[config.mk]
export PLATFORM = sky130hd
export DESIGN_NAME = tcp_passive_connection_engine
export DESIGN_NICKNAME = d
export VERILOG_FILES = /design/src/hdl/tpce_pkg.sv /design/src/hdl/tpce_regs.sv /design/src/hdl/tpce_table.sv /design/src/hdl/tcp_passive_connection_engine.sv
export VERILOG_INCLUDE_DIRS = /design/src /design/src/hdl
export SDC_FILE = /design/constraint.sdc
export NUM_CORES = 2
export LEC_CHECK = 0
export ABC_CLOCK_PERIOD_IN_PS = 37000
export BUFFER_PORTS_ARGS = -buffer_cell sky130_fd_sc_hd__buf_2
export CORE_MARGIN = 5
export CORE_UTILIZATION = 40
export DETAILED_ROUTE_END_ITERATION = 8
export SLEW_MARGIN = 10
export SYNTH_ARGS = -nofsm -noshare
export SYNTH_HDL_FRONTEND = slang
export SYNTH_SLANG_ARGS = --single-unit
[constraint.sdc]
create_clock -name clk -period 37 [get_ports clk]
set_clock_uncertainty 0.1 [all_clocks]
set_input_delay 11.1 -clock clk [delete_from_list [all_inputs] [get_ports clk]]
set_output_delay 11.1 -clock clk [all_outputs]
set_load 0.005 [all_outputs]
[src/hdl/assert_macros.svh]
// ----------------------------------------------------------------------------
// Assertion macros
// Implication and next-cycle property checks used by the engine RTL.
// ----------------------------------------------------------------------------
`ifndef ASSERT_MACROS_SVH
`define ASSERT_MACROS_SVH
`ifndef ASSERT_OFF
`define ASSERT_IMPLIES(label, clk, rst_n, cond, prop) \
    label: assert property (@(posedge clk) disable iff (!rst_n) (cond) |-> (prop)) \
        else $error("assertion failed");
`define ASSERT_NEXT(label, clk, rst_n, cond, prop) \
    label: assert property (@(posedge clk) disable iff (!rst_n) (cond) |=> (prop)) \
        else $error("assertion failed");
`else
`define ASSERT_IMPLIES(label, clk, rst_n, cond, prop)
`define ASSERT_NEXT(label, clk, rst_n, cond, prop)
`endif
`endif

[src/hdl/tpce_pkg.sv]
// ----------------------------------------------------------------------------
// TCP passive connection engine package
// Shared codes and types.
// ----------------------------------------------------------------------------
package tpce_pkg;
    localparam logic [1:0] ACT_RECV  = 2'd0;
    localparam logic [1:0] ACT_SEND  = 2'd1;
    localparam logic [1:0] ACT_CLOSE = 2'd2;
    localparam logic [1:0] ACT_NONE  = 2'd3;

    localparam logic [2:0] KIND_HDR   = 3'd0;
    localparam logic [2:0] KIND_DATA  = 3'd1;
    localparam logic [2:0] KIND_ESTAB = 3'd2;
    localparam logic [2:0] KIND_PFIN  = 3'd3;
    localparam logic [2:0] KIND_REL   = 3'd4;

    localparam logic [1:0] ST_SYNRCVD   = 2'd0;
    localparam logic [1:0] ST_ESTAB     = 2'd1;
    localparam logic [1:0] ST_CLOSEWAIT = 2'd2;
    localparam logic [1:0] ST_LASTACK   = 2'd3;

    localparam logic [8:0] FLAG_FIN = 9'h001;
    localparam logic [8:0] FLAG_SYN = 9'h002;
    localparam logic [8:0] FLAG_ACK = 9'h010;
    localparam logic [3:0] MIN_HDR_WORDS = 4'd5;

    localparam logic [2:0] REG_PORT_A = 3'd0;
    localparam logic [2:0] REG_PORT_B = 3'd1;
    localparam logic [2:0] REG_PORT_C = 3'd2;
    localparam logic [2:0] REG_PORT_D = 3'd3;
    localparam logic [2:0] REG_LISTEN_EN = 3'd4;
    localparam logic [2:0] REG_ACCEPT = 3'd5;
    localparam logic [2:0] REG_AUTO_CLOSE = 3'd6;

    typedef struct packed {
        logic [1:0]  state;
        logic [15:0] lport;
        logic [15:0] rport;
        logic [31:0] rip;
        logic [31:0] snd;
        logic [31:0] rcv;
    } entry_t;

    typedef struct packed {
        logic [2:0]  kind;
        logic [31:0] seq;
        logic [31:0] ack;
        logic [8:0]  flags;
        logic [15:0] plen;
    } result_t;

    typedef struct packed {
        logic [63:0] ports;
        logic [3:0]  enable;
        logic        accept_new;
        logic        auto_close;
    } cfg_t;
endpackage

[src/hdl/tpce_regs.sv]
// ----------------------------------------------------------------------------
// Configuration registers
// APB register file for listening ports and mode bits.
// ----------------------------------------------------------------------------
module tpce_regs import tpce_pkg::*;
(
    input  logic        clk,
    input  logic        rst_n,
    input  logic        psel,
    input  logic        penable,
    input  logic        pwrite,
    input  logic [4:0]  paddr,
    input  logic [31:0] pwdata,
    output logic [31:0] prdata,
    output logic        pready,
    output cfg_t        cfg
);
    logic [15:0] port_reg [4];
    logic [3:0]  en_reg;
    logic        acc_reg;
    logic        auto_reg;
    logic [2:0]  idx;

    assign idx = paddr[4:2];
    assign pready = 1'b1;

    always_ff @(posedge clk or negedge rst_n)
    begin
        if (!rst_n)
        begin
            for (int i = 0; i < 4; i++) port_reg[i] <= '0;
            en_reg   <= '0;
            acc_reg  <= 1'b1;
            auto_reg <= 1'b1;
        end
        else if (psel && penable && pwrite)
        begin
            unique case (idx)
                REG_PORT_A, REG_PORT_B, REG_PORT_C, REG_PORT_D:
                    port_reg[idx[1:0]] <= pwdata[15:0];
                REG_LISTEN_EN:  en_reg   <= pwdata[3:0];
                REG_ACCEPT:     acc_reg  <= pwdata[0];
                REG_AUTO_CLOSE: auto_reg <= pwdata[0];
                default: ;
            endcase
        end
    end

    always_comb
    begin
        unique case (idx)
            REG_PORT_A, REG_PORT_B, REG_PORT_C, REG_PORT_D:
                prdata = {16'd0, port_reg[idx[1:0]]};
            REG_LISTEN_EN:  prdata = {28'd0, en_reg};
            REG_ACCEPT:     prdata = {31'd0, acc_reg};
            REG_AUTO_CLOSE: prdata = {31'd0, auto_reg};
            default:        prdata = '0;
        endcase
    end

    assign cfg.ports = {port_reg[3], port_reg[2], port_reg[1], port_reg[0]};
    assign cfg.enable = en_reg;
    assign cfg.accept_new = acc_reg;
    assign cfg.auto_close = auto_reg;
endmodule

[src/hdl/tpce_table.sv]
// ----------------------------------------------------------------------------
// Connection table memory
// One-port synchronous RAM of entries, registered read data.
// ----------------------------------------------------------------------------
module tpce_table import tpce_pkg::*;
#(
    parameter int SLOTS = 16,
    parameter int AW = 4
)
(
    input  logic          clk,
    input  logic          we,
    input  logic [AW-1:0] addr,
    input  entry_t        wdata,
    output entry_t        rdata
);
    entry_t mem [SLOTS];

    always_ff @(posedge clk)
    begin
        if (we)
            mem[addr] <= wdata;
        rdata <= mem[addr];
    end
endmodule

[src/hdl/tcp_passive_connection_engine.sv]
// Flow: a received segment scans the table one entry a cycle, while send and
// close actions read their slot directly; results then leave one at a time,
// held while out_ready is low. A new item is taken only in idle, after the
// last item's results, as the single-port connection table is scanned in turn.
// Reset: rst_n clears all entry valid bits and control; no clearing pass.
// ----------------------------------------------------------------------------
// TCP passive connection engine
// Server-side connection table with handshake, data and close handling.
// ----------------------------------------------------------------------------
`include "assert_macros.svh"
module tcp_passive_connection_engine import tpce_pkg::*;
#(
    parameter int CONN_SLOTS = 16
)
(
    input  logic        clk,
    input  logic        rst_n,
    input  logic        psel,
    input  logic        penable,
    input  logic        pwrite,
    input  logic [4:0]  paddr,
    input  logic [31:0] pwdata,
    output logic [31:0] prdata,
    output logic        pready,
    input  logic        in_valid,
    output logic        in_ready,
    input  logic [1:0]  action,
    input  logic [3:0]  slot,
    input  logic [31:0] peer_addr,
    input  logic [15:0] peer_port,
    input  logic [15:0] local_port,
    input  logic [31:0] seq_number,
    input  logic [31:0] ack_number,
    input  logic [8:0]  seg_flags,
    input  logic [3:0]  header_words,
    input  logic [15:0] segment_len,
    input  logic        checksum_ok,
    input  logic [31:0] initial_seq,
    output logic        out_valid,
    input  logic        out_ready,
    output logic [2:0]  kind,
    output logic [3:0]  out_slot,
    output logic [15:0] out_local_port,
    output logic [15:0] out_peer_port,
    output logic [31:0] out_peer_addr,
    output logic [31:0] out_seq,
    output logic [31:0] out_ack,
    output logic [8:0]  out_flags,
    output logic [15:0] payload_len,
    output logic        last
);
    localparam int AW = (CONN_SLOTS > 1) ? $clog2(CONN_SLOTS) : 1;

    typedef enum logic [6:0] {
        S_IDLE  = 7'b0000001,
        S_SCAN  = 7'b0000010,
        S_WAIT  = 7'b0000100,
        S_EVAL  = 7'b0001000,
        S_RDSLT = 7'b0010000,
        S_EMIT  = 7'b0100000,
        S_DRAIN = 7'b1000000
    } fsm_t;

    cfg_t cfg;
    tpce_regs u_regs (
        .clk, .rst_n, .psel, .penable, .pwrite, .paddr, .pwdata,
        .prdata, .pready, .cfg
    );

    fsm_t          state_reg, state_next;
    logic [CONN_SLOTS-1:0] valid_reg;
    logic [AW:0]   cnt_reg;
    logic          found_reg;
    logic [AW-1:0] free_reg;
    logic          has_free_reg;

    // latched input item
    logic [1:0]  act_q;
    logic [31:0] rip_q, seq_q, ack_q, isn_q;
    logic [15:0] rport_q, lport_q, slen_q;
    logic [8:0]  flg_q;
    logic [15:0] plen_q;

    // result queue (up to four)
    result_t     res_reg [4];
    logic [2:0]  nres_reg;
    logic [1:0]  ridx_reg;
    entry_t      ent_reg;
    logic [AW-1:0] eslot_reg;

    logic          ram_we;
    logic [AW-1:0] ram_addr;
    entry_t        ram_wdata, ram_rdata;

    tpce_table #(.SLOTS(CONN_SLOTS), .AW(AW)) u_table (
        .clk, .we(ram_we), .addr(ram_addr), .wdata(ram_wdata), .rdata(ram_rdata)
    );

    logic [AW-1:0] cnt_idx;
    assign cnt_idx = cnt_reg[AW-1:0];

    logic [AW-1:0] slot_idx;
    assign slot_idx = AW'(slot);

    // previous scan address validity, registered to line up with the read data
    logic [AW:0]   rd_idx_reg;
    logic          rd_live_reg;

    logic hdr_ok;
    assign hdr_ok = (header_words >= MIN_HDR_WORDS) && checksum_ok
        && ({12'd0, header_words, 2'b00} <= {2'b0, segment_len});

    logic listening;
    always_comb
    begin
        listening = 1'b0;
        for (int i = 0; i < 4; i++)
            if (cfg.enable[i] && cfg.ports[i*16 +: 16] == lport_q)
                listening = 1'b1;
    end

    assign in_ready = (state_reg == S_IDLE);

    // evaluate of a received segment / app action on entry ent_reg
    result_t     r [4];
    logic [2:0]  nr;
    entry_t      wb;
    logic        do_wb;
    logic        set_v, clr_v;
    always_comb
    begin
        entry_t e;
        logic   stop;
        e = ent_reg;
        for (int i = 0; i < 4; i++) r[i] = '0;
        nr = '0;
        do_wb = 1'b0;
        set_v = 1'b0;
        clr_v = 1'b0;
        stop = 1'b0;
        if (act_q == ACT_RECV)
        begin
            if (!found_reg)
            begin
                if (flg_q[1] && listening && has_free_reg)
                begin
                    e.state = ST_SYNRCVD;
                    e.lport = lport_q;
                    e.rport = rport_q;
                    e.rip = rip_q;
                    e.rcv = seq_q + 32'd1;
                    e.snd = isn_q + 32'd1;
                    r[0] = '{KIND_HDR, isn_q, seq_q + 32'd1, FLAG_SYN | FLAG_ACK, 16'd0};
                    nr = 3'd1;
                    do_wb = 1'b1;
                    set_v = 1'b1;
                end
            end
            else
            begin
                if (e.state == ST_SYNRCVD)
                begin
                    if (flg_q[1])
                    begin
                        r[0] = '{KIND_HDR, e.snd - 32'd1, e.rcv, FLAG_SYN | FLAG_ACK, 16'd0};
                        nr = 3'd1;
                        stop = 1'b1;
                    end
                    else if (!flg_q[4] || e.snd != ack_q)
                        stop = 1'b1;
                    else if (!cfg.accept_new)
                    begin
                        r[0] = '{KIND_REL, 32'd0, 32'd0, 9'd0, 16'd0};
                        nr = 3'd1;
                        clr_v = 1'b1;
                        stop = 1'b1;
                    end
                    else
                    begin
                        e.state = ST_ESTAB;
                        r[0] = '{KIND_ESTAB, 32'd0, 32'd0, 9'd0, 16'd0};
                        nr = 3'd1;
                        do_wb = 1'b1;
                    end
                end
                if (!stop && e.state == ST_LASTACK)
                begin
                    if (flg_q[4])
                    begin
                        r[nr[1:0]] = '{KIND_REL, 32'd0, 32'd0, 9'd0, 16'd0};
                        nr = nr + 3'd1;
                        clr_v = 1'b1;
                    end
                    stop = 1'b1;
                end
                if (!stop)
                begin
                    if (plen_q != 16'd0)
                    begin
                        e.rcv = e.rcv + {16'd0, plen_q};
                        r[nr[1:0]] = '{KIND_DATA, 32'd0, 32'd0, 9'd0, plen_q};
                        nr = nr + 3'd1;
                        do_wb = 1'b1;
                    end
                    if (flg_q[0])
                    begin
                        e.rcv = e.rcv + 32'd1;
                        r[nr[1:0]] = '{KIND_HDR, e.snd, e.rcv, FLAG_ACK, 16'd0};
                        nr = nr + 3'd1;
                        e.state = ST_CLOSEWAIT;
                        do_wb = 1'b1;
                        if (cfg.auto_close)
                        begin
                            r[nr[1:0]] = '{KIND_HDR, e.snd, e.rcv, FLAG_FIN | FLAG_ACK, 16'd0};
                            nr = nr + 3'd1;
                            e.snd = e.snd + 32'd1;
                            e.state = ST_LASTACK;
                        end
                        else
                        begin
                            r[nr[1:0]] = '{KIND_PFIN, 32'd0, 32'd0, 9'd0, 16'd0};
                            nr = nr + 3'd1;
                        end
                    end
                end
            end
        end
        else if (found_reg)
        begin
            if (act_q == ACT_SEND)
            begin
                if (e.state == ST_ESTAB || e.state == ST_CLOSEWAIT)
                begin
                    r[0] = '{KIND_HDR, e.snd, e.rcv, FLAG_ACK, slen_q};
                    nr = 3'd1;
                    e.snd = e.snd + {16'd0, slen_q};
                    do_wb = 1'b1;
                end
            end
            else if (act_q == ACT_CLOSE)
            begin
                if (e.state != ST_LASTACK)
                begin
                    r[0] = '{KIND_HDR, e.snd, e.rcv, FLAG_FIN | FLAG_ACK, 16'd0};
                    nr = 3'd1;
                    e.snd = e.snd + 32'd1;
                    e.state = ST_LASTACK;
                    do_wb = 1'b1;
                end
            end
        end
        wb = e;
    end

    // table port usage
    always_comb
    begin
        ram_we = 1'b0;
        ram_wdata = wb;
        ram_addr = eslot_reg;
        priority case (state_reg)
            S_IDLE:  ram_addr = slot_idx;
            S_SCAN:  ram_addr = cnt_idx;
            // a hit on the last scanned entry is not in eslot_reg yet
            S_WAIT:  ram_addr = found_reg ? eslot_reg : rd_idx_reg[AW-1:0];
            S_EVAL:  ram_we = do_wb;
            default: ram_addr = eslot_reg;
        endcase
    end

    logic entry_match;
    assign entry_match = rd_live_reg && valid_reg[rd_idx_reg[AW-1:0]]
        && ram_rdata.lport == lport_q && ram_rdata.rip == rip_q
        && ram_rdata.rport == rport_q;

    always_comb
    begin
        state_next = state_reg;
        unique case (state_reg)
            S_IDLE:
                if (in_valid)
                begin
                    if (action == ACT_RECV)
                        state_next = hdr_ok ? S_SCAN : S_IDLE;
                    else if (action == ACT_SEND || action == ACT_CLOSE)
                        state_next = S_RDSLT;
                end
            S_SCAN:  if (cnt_reg == (AW+1)'(CONN_SLOTS - 1) || entry_match)
                         state_next = S_WAIT;
            S_WAIT:  state_next = (found_reg || entry_match) ? S_RDSLT : S_EVAL;
            S_RDSLT: state_next = S_EVAL;
            S_EVAL:  state_next = (nr != 3'd0) ? S_EMIT : S_DRAIN;
            S_EMIT:  if (out_ready && ridx_reg == 2'(nres_reg - 3'd1))
                         state_next = S_DRAIN;
            S_DRAIN: state_next = S_IDLE;
            default: state_next = S_IDLE;
        endcase
    end

    always_ff @(posedge clk or negedge rst_n)
    begin
        if (!rst_n)
        begin
            state_reg <= S_IDLE;
            valid_reg <= '0;
            cnt_reg <= '0;
            found_reg <= 1'b0;
            has_free_reg <= 1'b0;
            free_reg <= '0;
            rd_live_reg <= 1'b0;
            rd_idx_reg <= '0;
            eslot_reg <= '0;
            ent_reg <= '0;
            for (int i = 0; i < 4; i++) res_reg[i] <= '0;
            nres_reg <= '0;
            ridx_reg <= '0;
        end
        else
        begin
            state_reg <= state_next;
            rd_live_reg <= (state_reg == S_SCAN) && !entry_match;
            unique case (state_reg)
                S_IDLE:
                begin
                    cnt_reg <= '0;
                    has_free_reg <= 1'b0;
                    ridx_reg <= '0;
                    eslot_reg <= slot_idx;
                    found_reg <= (action == ACT_SEND || action == ACT_CLOSE)
                        && (int'(slot) < CONN_SLOTS) && valid_reg[slot_idx];
                end
                S_SCAN:
                begin
                    rd_idx_reg <= cnt_reg;
                    cnt_reg <= cnt_reg + 1'b1;
                    if (!has_free_reg && !valid_reg[cnt_idx])
                    begin
                        has_free_reg <= 1'b1;
                        free_reg <= cnt_idx;
                    end
                    if (entry_match)
                    begin
                        found_reg <= 1'b1;
                        eslot_reg <= rd_idx_reg[AW-1:0];
                    end
                end
                S_WAIT:
                begin
                    if (entry_match && !found_reg)
                    begin
                        found_reg <= 1'b1;
                        eslot_reg <= rd_idx_reg[AW-1:0];
                    end
                    else if (!found_reg)
                        eslot_reg <= free_reg;
                end
                S_RDSLT: ent_reg <= ram_rdata;
                S_EVAL:
                begin
                    for (int i = 0; i < 4; i++) res_reg[i] <= r[i];
                    nres_reg <= nr;
                    if (set_v) valid_reg[eslot_reg] <= 1'b1;
                    if (clr_v) valid_reg[eslot_reg] <= 1'b0;
                    ent_reg <= wb;
                end
                S_EMIT:  if (out_ready) ridx_reg <= ridx_reg + 2'd1;
                S_DRAIN: ;
                default: ;
            endcase
        end
    end

    // payload capture
    always_ff @(posedge clk)
    begin
        if (state_reg == S_IDLE && in_valid)
        begin
            act_q <= action;
            rip_q <= peer_addr;
            rport_q <= peer_port;
            lport_q <= local_port;
            seq_q <= seq_number;
            ack_q <= ack_number;
            flg_q <= seg_flags;
            slen_q <= segment_len;
            isn_q <= initial_seq;
            plen_q <= segment_len - {10'd0, header_words, 2'b00};
        end
    end

    // result fields: the entry after update holds port/address for all results
    result_t cur;
    assign cur = res_reg[ridx_reg];
    assign out_valid = (state_reg == S_EMIT);
    assign kind = cur.kind;
    assign out_slot = 4'(eslot_reg);
    assign out_local_port = ent_reg.lport;
    assign out_peer_port = ent_reg.rport;
    assign out_peer_addr = ent_reg.rip;
    assign out_seq = cur.seq;
    assign out_ack = cur.ack;
    assign out_flags = cur.flags;
    assign payload_len = cur.plen;
    assign last = (ridx_reg == 2'(nres_reg - 3'd1));

    `ASSERT_IMPLIES(a_out_idle, clk, rst_n, out_valid, !in_ready)
    `ASSERT_IMPLIES(a_nres, clk, rst_n, out_valid, nres_reg != 3'd0 && nres_reg <= 3'd4)
    `ASSERT_NEXT(a_emit_hold, clk, rst_n, out_valid && !out_ready, out_valid)
    `ASSERT_IMPLIES(a_setclr, clk, rst_n, state_reg == S_EVAL, !(set_v && clr_v))
endmodule
# After elaboration in Yosys (flattened, before gate mapping)
# Memories as Yosys holds them, arrays and structs flattened. A register that Yosys moved wholly into a read port is not among the register bits.
# Cells that the tools add are included.
# classes
addsub	15
magnitude_cmp	18
eq_ne	39
n_mux	179
bitwise_logic	15
reduce_logical	59
# ops
op	n
2-to-1 mux 368 bit	11
2-to-1 mux 92 bit	16
bitwise mux 368 bit	3
demux 92 bit (select 2 bit)	4
2-to-1 mux 276 bit	2
2-to-1 mux 32 bit	12
AND 364 bit	1
inverter 364 bit	1
AND 360 bit	1
inverter 360 bit	1
2-to-1 mux 89 bit	4
2-to-1 mux 64 bit	5
one-hot mux 130 bit (2 select lines)	1
binary-select mux 92 bit (select 2 bit)	1
2-to-1 mux 130 bit	1
adder 32 x 1 -> 32 bit (second input constant)	4
== test 16 bit	6
2-to-1 mux 16 bit	6
adder 32 x 16 -> 32 bit	2
bitwise mux 64 bit	1
one-hot mux 16 bit (4 select lines)	1
2-to-1 mux 1 bit	55
2-to-1 mux 3 bit	16
2-to-1 mux 7 bit	6
other kinds (62)	164
# totals
regBits	814
ram_bits	2080
input_bits	240
output_inout_bits	196
wordCells	380
mem_count	1
# memory_table
memory	words	width	rd	rd_clocked_by_memory_dff	wr	line	rtl
u_table.mem	16	130	1	1	1	tpce_table.sv:17	entry_t mem [SLOTS];

# Logic depth before layout (Yosys ltp)
# depth
ltp_word	30
depth_mapped	21
mapped_depth_nobuf	19

# Modules after synthesis
# A second synthesis with hierarchy kept.
# unflattened
hier_cells	8078
hier_area_um2	126490.1
# by_module_without_submodules
mod	n_inst	cells_each	area_per_inst_um2	seq_area_each_um2
tpce_table	1	3322	80308.3	65062.4
tcp_passive_connection_engine	1	4527	42758.5	18769.3
tpce_regs	1	229	3423.3	1754.2

# Worst setup path before layout
# No wires, ideal clock.
# synth_timing
kind	input to register
from	input slot[0]
to	memory u_table.mem[12][0] (netlist bit), enable pin
setup_time_ns	0.938
arrival_ns	24.845
t_required_ns	35.962
path_slack_ns	11.118
cell_stages	9
n_path_buf	5
cell_sequence	clkbuf_1 a22oi_1 and3_1 buf_2 buf_2 buf_2 buf_2 nand2_1 nor4_1
# synth_via
elab_chain_len	1
# synth_lines
item	line	rtl
from (decl)	tcp_passive_connection_engine.sv:28	input logic [3:0] slot,
one-hot mux 4 bit (3 select lines)	tcp_passive_connection_engine.sv:261	priority case (state_reg)
to (decl)	tpce_table.sv:17	
# No other way between the ends.

# Worst setup path in the final report
# layout_timing
from	input paddr[2]
to	output prdata[0]
# layout_via
elab_chain_len	5
elab_cells_between_ends	13
cone_classes	eq/ne (6); mux (4); bitwise (1); reduce/logical (2)
# layout_lines
item	line	rtl
from (decl)	tcp_passive_connection_engine.sv:21	input logic [4:0] paddr,
inverter 2 -> 3 bit (not written as such)	tpce_regs.sv:53	prdata = {16'd0, port_reg[idx[1:0]]};
binary-select mux 16 bit (select 2 bit)	tpce_regs.sv:53	
2-to-1 mux 16 bit (not written as such) (2 in series)	tpce_regs.sv:53	
one-hot mux 16 bit (4 select lines) *	tpce_regs.sv:51	unique case (idx)
to (decl)	tcp_passive_connection_engine.sv:23	output logic [31:0] prdata,
# Every way passes the cells marked *; elsewhere a longest branch is shown, timed or not. The select of a mux whose other input is x is not followed.

==> summary.md <==
| Metric | Value |
|---|---|
| Initial Utilization | 0.402 |
| Static leakage | 51.1 nW |
| WL met2 | 178000 µm |
| Synth cell types | between 100 and 150 |
| Clock Power Share | 0.282 |
| Antenna violations before repair | 16 |
| Slew Limit Headroom | 0.134 |
| Pin count of the biggest net entering global routing | approximately 200 |
| Cell area after layout | about 140000 µm² |
| CP required | 25.80 ns |
| Logic pwr share | 0.327 |
| TritonCTS clock tree | yes |
| DIE AREA | around 330000 µm² |
| DR top layer | met5 |
| Post-synthesis async set-or-reset flop share | 0.196 |
| Int Power | 7.58 mW |
| Setup Viol. Count Final | 0 |
| Layout cell share with drive strength beyond 1 | 0.215 |
| Gates resized, CTS repair | 0 |
| Worst skew pair latency | ~0.9 ns |
| Top Ports | around 440 |
| Maxcap violations | 0 |
| Dpl cell area | 133000 µm² |
| Clock-pin slew on the worst setup and hold paths | around 0.06 ns |
| 1st-iter DRT viols | between 9k and 10k |
| P_sw | just over 4 mW |
| Die H | ~570 µm |
| Post-CTS Setup Bufs | 0 |
| Area Overhead vs Synth | 13.6% |
| Crit path kind | primary input to primary output |
| Max frequency | between 40 and 50 MHz |
| Largest family of logic cells by synthesized area | multiplexers |
| Final wirelength | approximately 390000 µm |
| Vias in the first global route | around 77k |
| Die Wd | 573 µm |
| Gr usage total | 0.229 |
| # H-tree levels | 5 |
| Synth Area in Compound Gates | 0.0770 |
| Vias per cell | 6.01 |
| Worst VDD drop | 0.0674 mV |
| Synth Cell Area | roughly 130000 µm² |
| Crit path capture type | primary output |
| Mux contribution to synthesized area | 0.122 |
| Wire length on met1 | roughly 160000 µm |
| CP Max Fanout | 23 |
| Max-slew violation count | 0 |
| Min Tclk post-route | 23.81 ns |
| Total gr overflow | 0 |
| Most common cell after layout, fill and taps aside | edfxtp_1 |
| Crit path arrival time | 12.61 ns |
| Commonest cells after routing, fill and taps aside | edfxtp_1 (2275), nand2_1 (995), mux4_2 (635) |
| Max reg flops | roughly 2.1k |
| Adder-Cell Fraction of Synth Area | 0.00541 |
| Syn Area/Cell | around 15 µm² |
| Fin nets | about 8.8k |
| IO Port Bufs | just under 400 |
| DRT antenna net count | 0 |
| Worst Tran Pin Value | roughly 1.3 ns |
| CTS max path bufs | 4 |
| Hold Path Class | flop to flop |
| Switch share | 0.348 |
| Synth warn | 0 |
| Final Wtd Congestion | approximately 0.93 |
| Number of remaining DRC errors | 0 |
| Final TNS setup | 0 ns |
| Core box area | 315000 µm² |
| DRT Pass-1 Iters | 6 |
| First-pass GRT wire length | 558000 µm |
| CP startpoint kind | primary input |
| Final hold vios | 0 |
| Synth Area in Simple Gates | 0.0726 |
| Post-synthesis sequential area ratio | 0.676 |
| # rows | ~210 |
| Synth Area in XOR/XNOR | 0.0232 |
| Clock Sinks | around 3k |
| Register bit total from synthesis | about 3.0k |
| DR WL met3 | ~32000 µm |
| Sequential Power Share | 0.392 |
| CTS Hold Bufs | 0 |
| CTS buffer count | 322 |
| Routed vias | roughly 78k |
| Number of flops mapped to enable cells by yosys | between 2k and 2.5k |
| Primary FF master, synth | edfxtp_1 |
| Cells after synthesis | 8196 |
| Power Dens Cells | 80.8 nW/µm² |
| DP HPWL | 232000 µm |
| Routed len/inst | approximately 30 µm |
| Crit share post-route | 0.644 |
| Status | finished, final reports clean |
| Root Buffer | clkbuf_16 |
| RSZ-0062 raised after global routing | no |
==> stage by stage <==
step / hold WS (ns) / worst slack, ns / total power, mW / instances / utilization
global route: 0.383 / 13.07 / 12.1 / 12900 / 0.457
CTS: 0.363 / 13.14 / 11.7 / 12900 / 0.456
global placement: 0.347 / 13.10 / 8.32 / 12400 / 0.422
finish: 0.360 / 13.19 / 11.6 / 13000 / 0.457
detailed placement: 0.350 / 13.14 / 8.38 / 12400 / 0.422
floorplan: 0.336 / 11.12 / 7.07 / 8217 / -
==> final timing paths <==
kind                       slack (ns)            endpoint  cells past startpoint        startpoint
hold reg to reg                  0.36          ent_reg[5]                      2  u_table.rdata[5]
setup reg to reg                28.82  u_table.mem[2][73]                     15        lport_q[1]
min in group asynchronous       10.11         res_reg[69]                      1             rst_n
setup / recovery                13.19           prdata[0]                      5          paddr[2]
max in group asynchronous       24.04           found_reg                      3             rst_n
hold / removal                   0.36          ent_reg[5]                      2  u_table.rdata[5]
==> power groups by stage <==
stage,Clock (mW),Sequential (mW),Combinational [mW]
after floorplan,0,4.42,2.64
after global placement,0,4.60,3.72
after detailed placement,0,4.61,3.78
after CTS,3.33,4.54,3.79
after global routing,3.47,4.57,4.09
final,3.28,4.55,3.80
==> cell usage after synthesis (74+ instances only) <==
cell type  number  area share
buf_4          93      0.0055
inv_1          81      0.0024
buf_2          75      0.0030
dfxtp_1       130       0.021
xnor2_1       140      0.0097
nand2_1       996       0.030
a31oi_1       172      0.0085
a211oi_1      148      0.0088
mux4_2        635        0.11
clkbuf_1      409       0.012
and2_1        188      0.0093
dfrtp_1       583        0.12
nand3_1       117      0.0046
a22oi_1       103      0.0061
o21ai_0       204      0.0081
edfxtp_1     2275        0.54
a22o_1        200       0.014
xor2_1        196       0.014
nor2_1        246      0.0073
a21oi_1       223      0.0088
mux2_2         74      0.0066
==> metal layers <==
| metal | track usage | up-vias |
|---|---|---|
| met1 | 0.325 | 41000 |
| met2 | 0.358 | 3751 |
| met5 | 0 | - |
| li1 | - | 32400 |
| met4 | 0.0748 | 8 |
| met3 | 0.0425 | 668 |
==> area by class of cell <==
class | instances | area (µm²)
Clock buffer | 449 | 9020
Multi-Input combinational cell | 4519 | 38400
Sequential cell | 2991 | 85600
Timing Repair Buffer | 598 | 3680
Clock inverter | 146 | 1760
Fill cell | 27200 | 171000
Antenna cell | 6 | 15.0
Inverter | 83 | 312
Tap cell | 4160 | 5200
==> critical path, stage by stage <==
cell	delay, ns
buf_2	0.56
mux4_2	0.60
nor2_1	0.10
a21oi_1	0.07
buf_2	0.16
==> cells by family after synthesis <==
kind of cell / after synthesis
simple gates: 1962
buf+inv: 707
compound gates: 1410
other cells: 2
xor+xnor: 336
flops: 2991
mux: 735
fa+ha+maj: 53
Power figures use the tool's default switching activity.
